<file path="config.mk">
export PLATFORM = sky130hd
export DESIGN_NAME = sbc_fifo
export DESIGN_NICKNAME = d
export VERILOG_FILES = /design/src/rtl/core/sbc_pkg.sv /design/src/rtl/core/sbc_fifo.sv
export SDC_FILE = /design/constraint.sdc
export NUM_CORES = 1
export LEC_CHECK = 0
export CAP_MARGIN = 20
export CORE_AREA = 2 2 39 41
export CTS_CLUSTER_DIAMETER = 100
export CTS_CLUSTER_SIZE = 28
export DETAILED_ROUTE_END_ITERATION = 7
export DIE_AREA = 0 0 41 43
export DONT_BUFFER_PORTS = 1
export GPL_TIMING_DRIVEN = 0
export PLACE_DENSITY = 0.43
export SLEW_MARGIN = 5
export SYNTH_ARGS = -nofsm -noshare
export SYNTH_HDL_FRONTEND = slang
export SYNTH_SLANG_ARGS = --single-unit
</file>
<file path="constraint.sdc">
create_clock -name i_clk -period 3.4 [get_ports i_clk]
set_input_delay 0.68 -clock i_clk [delete_from_list [all_inputs] [get_ports i_clk]]
set_output_delay 0.68 -clock i_clk [all_outputs]
set_load 0.01 [all_outputs]
</file>
<file path="src/rtl/core/sbc_pkg.sv">
// Package for the swept box collision core: default widths, register
// reset value and result codes. No dependencies.
package sbc_pkg;

    localparam int COORD_WIDTH_DEF   = 32;
    localparam int FRACTION_BITS_DEF = 16;
    localparam int QUEUE_DEPTH       = 2;

    localparam int THR_W = 16;
    localparam logic [THR_W-1:0] THR_RESET = 16'd7;

    localparam int TIME_W = 17;

    localparam logic [1:0] AXIS_X    = 2'd0;
    localparam logic [1:0] AXIS_Y    = 2'd1;
    localparam logic [1:0] AXIS_Z    = 2'd2;
    localparam logic [1:0] AXIS_NONE = 2'd3;

    localparam logic signed [1:0] NORMAL_NONE = 2'sb00;
    localparam logic signed [1:0] NORMAL_POS  = 2'sb01;
    localparam logic signed [1:0] NORMAL_NEG  = 2'sb11;

endpackage

</file>
<file path="src/rtl/core/sbc_fifo.sv">
// Short job queue between front and back end of the collision core.
// Depends on sbc_pkg.
module sbc_fifo #(
    parameter type t_item = logic
) (
    input  logic  i_clk,
    input  logic  i_rst_n,
    input  logic  i_push,
    input  t_item i_data,
    output logic  o_full,
    input  logic  i_pop,
    output logic  o_valid,
    output t_item o_data
);
    localparam int DEPTH = sbc_pkg::QUEUE_DEPTH;
    localparam int AW    = (DEPTH > 1) ? $clog2(DEPTH) : 1;
    localparam int CW    = $clog2(DEPTH + 1);

    t_item          r_mem [DEPTH];
    logic [AW-1:0]  r_wp, r_rp;
    logic [CW-1:0]  r_cnt;
    logic           do_push, do_pop;

    assign o_full  = (r_cnt == CW'(DEPTH));
    assign o_valid = (r_cnt != '0);
    assign o_data  = r_mem[r_rp];
    assign do_push = i_push && !o_full;
    assign do_pop  = i_pop && o_valid;

    always_ff @(posedge i_clk) begin
        if (do_push) begin
            r_mem[r_wp] <= i_data;
        end
    end

    always_ff @(posedge i_clk) begin
        if (!i_rst_n) begin
            r_wp  <= '0;
            r_rp  <= '0;
            r_cnt <= '0;
        end else begin
            if (do_push) begin
                r_wp <= (r_wp == AW'(DEPTH - 1)) ? '0 : r_wp + 1'b1;
            end
            if (do_pop) begin
                r_rp <= (r_rp == AW'(DEPTH - 1)) ? '0 : r_rp + 1'b1;
            end
            case ({do_push, do_pop})
                2'b10:   r_cnt <= r_cnt + 1'b1;
                2'b01:   r_cnt <= r_cnt - 1'b1;
                default: r_cnt <= r_cnt;
            endcase
        end
    end
endmodule

</file>
==> flow_summary.toml <==
[critical_path]
cp-start-kind = "flip-flop"
critPathMaxFanout = 1
cp_top_family = "multiplexers"
cp_num_buf_inv = 0
cp.required_ns = 2.72
crit_slowest_cell = "mux2_2"
max_stage_delay_ns = 0.36
endpoint_kind = "primary output"
crit_type = "flip-flop to primary output"
arrival_ns = 0.91
rr_worst_depth = 5
crit_cells = 1
critical_path.cell_chain = "mux2_2"

[clock_tree]
ctsHoldBuffers = 0
insertion_delay_ns = 0.24
path_clk_slew_ns = 0.05
cts_max_level = 1
cts.sinks = 7
postCtsSetupRepairBufs = 0
cts_buffer_depth = 2
ctsResizeCount = 0
cts_tree = "done"
root_buffer = "clkbuf_4"
cts_buffers = 3

[logic_synthesis]
synth_mux_area_share_pct = 3.629
syn-cell-area_um2 = 310.3
yosysWarnings = 0
synthAdderAreaFrac_pct = 4.032
syn_avg_cell_area_um2 = 10.70
synth_xor_area_share_pct = 8.468
yosysSeqAreaShare_pct = 51.61
ys_types = 17
synth_compound_area_share_pct = 10.48
ys_ff_latch = 7
netlist_instances = 29
synth_top_family_by_area = "simple AND/OR/NAND/NOR gates"
synth_nets = 35
synth-simple-area-share_pct = 18.15

[finish]
fillers = 150
area_growth_pct = 14.92
seqCellArea_um2 = 160.2
diodes = 0
layout-drive-gt1-share_pct = 21.21
finalNetCount = 40
multi_input_area_um2 = 138.9

[placed_design]
dp_hpwl_um = 388.1
port_buffers = 0
place_congestion = 0.7009

[timing]
max_freq_mhz = 627.4
grt_setup_unrepaired = "no"
setup_violations = 0
fin_crit_ns = 1.594
max_slew.worst_pin.slew_ns = 0.1902
min_period_over_period_pct = 46.88
tns_ns = 0
maxSlewViolCount = 0
timing.hold.ws_ns = 0.4974
clock-skew-final_ns = 0.003145
relSlewSlack_pct = 87.23
hold_viol = 0

[floorplan]
num_rows = 14
num_io_pins = 8
die_width_um = 41
die_h_um = 43
start_util_pct = 22.42
die_area_mm2 = 0.001763
core_mm2 = 0.001384

[worst_hold_path]
min_path_type = "flip-flop to flip-flop"
hold_path_depth = 2

[drt]
drt-wirelength-per-cell_um = 10.16
finalWirelength_um = 498
avgViaCountPerCell = 4.184
dr.pass1.iters = 2
route.detailed.drc = 0
drtIter0Drc = 2
vias = 205
ant_nets = 0

[grt]
first_global_vias = 195
overflow = 0
grt_max_degree = 6
grt_pass1_wl_um = 752
antenna_found_initial = 0
grtUsageTotal_pct = 7.460

[power]
ir_worst_vdd_mv = 0.4237
power_density_mw_per_mm2 = 897.2
leakage_uw = 0.0001459

[outcome]
status = "finished clean"

[job]
maxCapViolCount = 0
==> synth_stat cells (all sizes together) <==
master  n  area share (%)
and3    1             2.0
nand2b  1             2.8
dfxtp   5              32
o21a    1             2.4
edfxtp  2              19
a21boi  2             4.8
and2    1             2.0
xnor2   3             8.5
inv     3             3.6
nand2   1             1.2
ha      1             4.0
o21ai   2             3.2
or3     2             4.0
mux2    1             3.6
nor2b   2             4.0
or2     1             2.0
==> placed cells by master, fill, tap and decap left out, drive strengths merged <==
master and count:
nor2b 2, ha 1, mux2 1, inv 3, or2 1, a21boi 2, dfxtp 5, edfxtp 2
o21a 1, or3 2, and2 1, o21ai 2, xnor2 3, clkbuf 4, nand2b 1, and3 1
nand2 1
==> worst paths after layout <==
path	startpoint	endpoint	slack (ns)
worst max-delay path	flip-flop	o_data	1.81
worst min-delay path	r_wp	r_wp	0.50
worst max register to register	r_cnt[0]	r_cnt[1]	1.89
worst min register to register	r_wp	r_wp	0.50
==> cells by family after synthesis <==
| group | Yosys count |
|---|---|
| xor+xnor | 3 |
| fa+ha+maj | 1 |
| compound gates | 5 |
| flops | 7 |
| buf+inv | 3 |
| simple gates | 9 |
| mux | 1 |
==> cell type report <==
class | count | share of cell area (%)
flip-flops and latches | 7 | 44.91
multi-input cells | 19 | 38.95
clock buffers | 4 | 7.368
well taps | 16 | 5.614
inverters | 3 | 3.158
==> report_power, final <==
part | switching [µW] | total [µW] | internal, µW
clock network | 27.2 | 71.7 | 44.6
logic | 55.0 | 115 | 59.7
registers | 19.8 | 133 | 114
==> per-layer routing <==
layer	routed length (µm)	up-vias	global-route usage, %
met3	78	2	7.853
met4	11	0	6.000
li1	-	104	-
met2	224	10	10.00
met5	0	-	0
met1	184	89	5.863
==> per-stage QoR <==
| stage | std cells | utilization, % | setup slack (ns) | power [µW] | cell area [µm²] |
|---|---|---|---|---|---|
| global placement | 45 | 23.87 | 1.731 | 245.6 | 330.3 |
| global route | 49 | 25.77 | 1.767 | 348.8 | 356.6 |
| finish | 49 | 25.77 | 1.806 | 319.9 | 356.6 |
| CTS | 49 | 25.77 | 1.790 | 326.4 | 356.6 |
| floorplan | 29 | - | 1.762 | 232.7 | 310.3 |
| detailed placement | 45 | 23.87 | 1.707 | 250.7 | 330.3 |
Note: power is estimated with default switching activity, not from simulation.
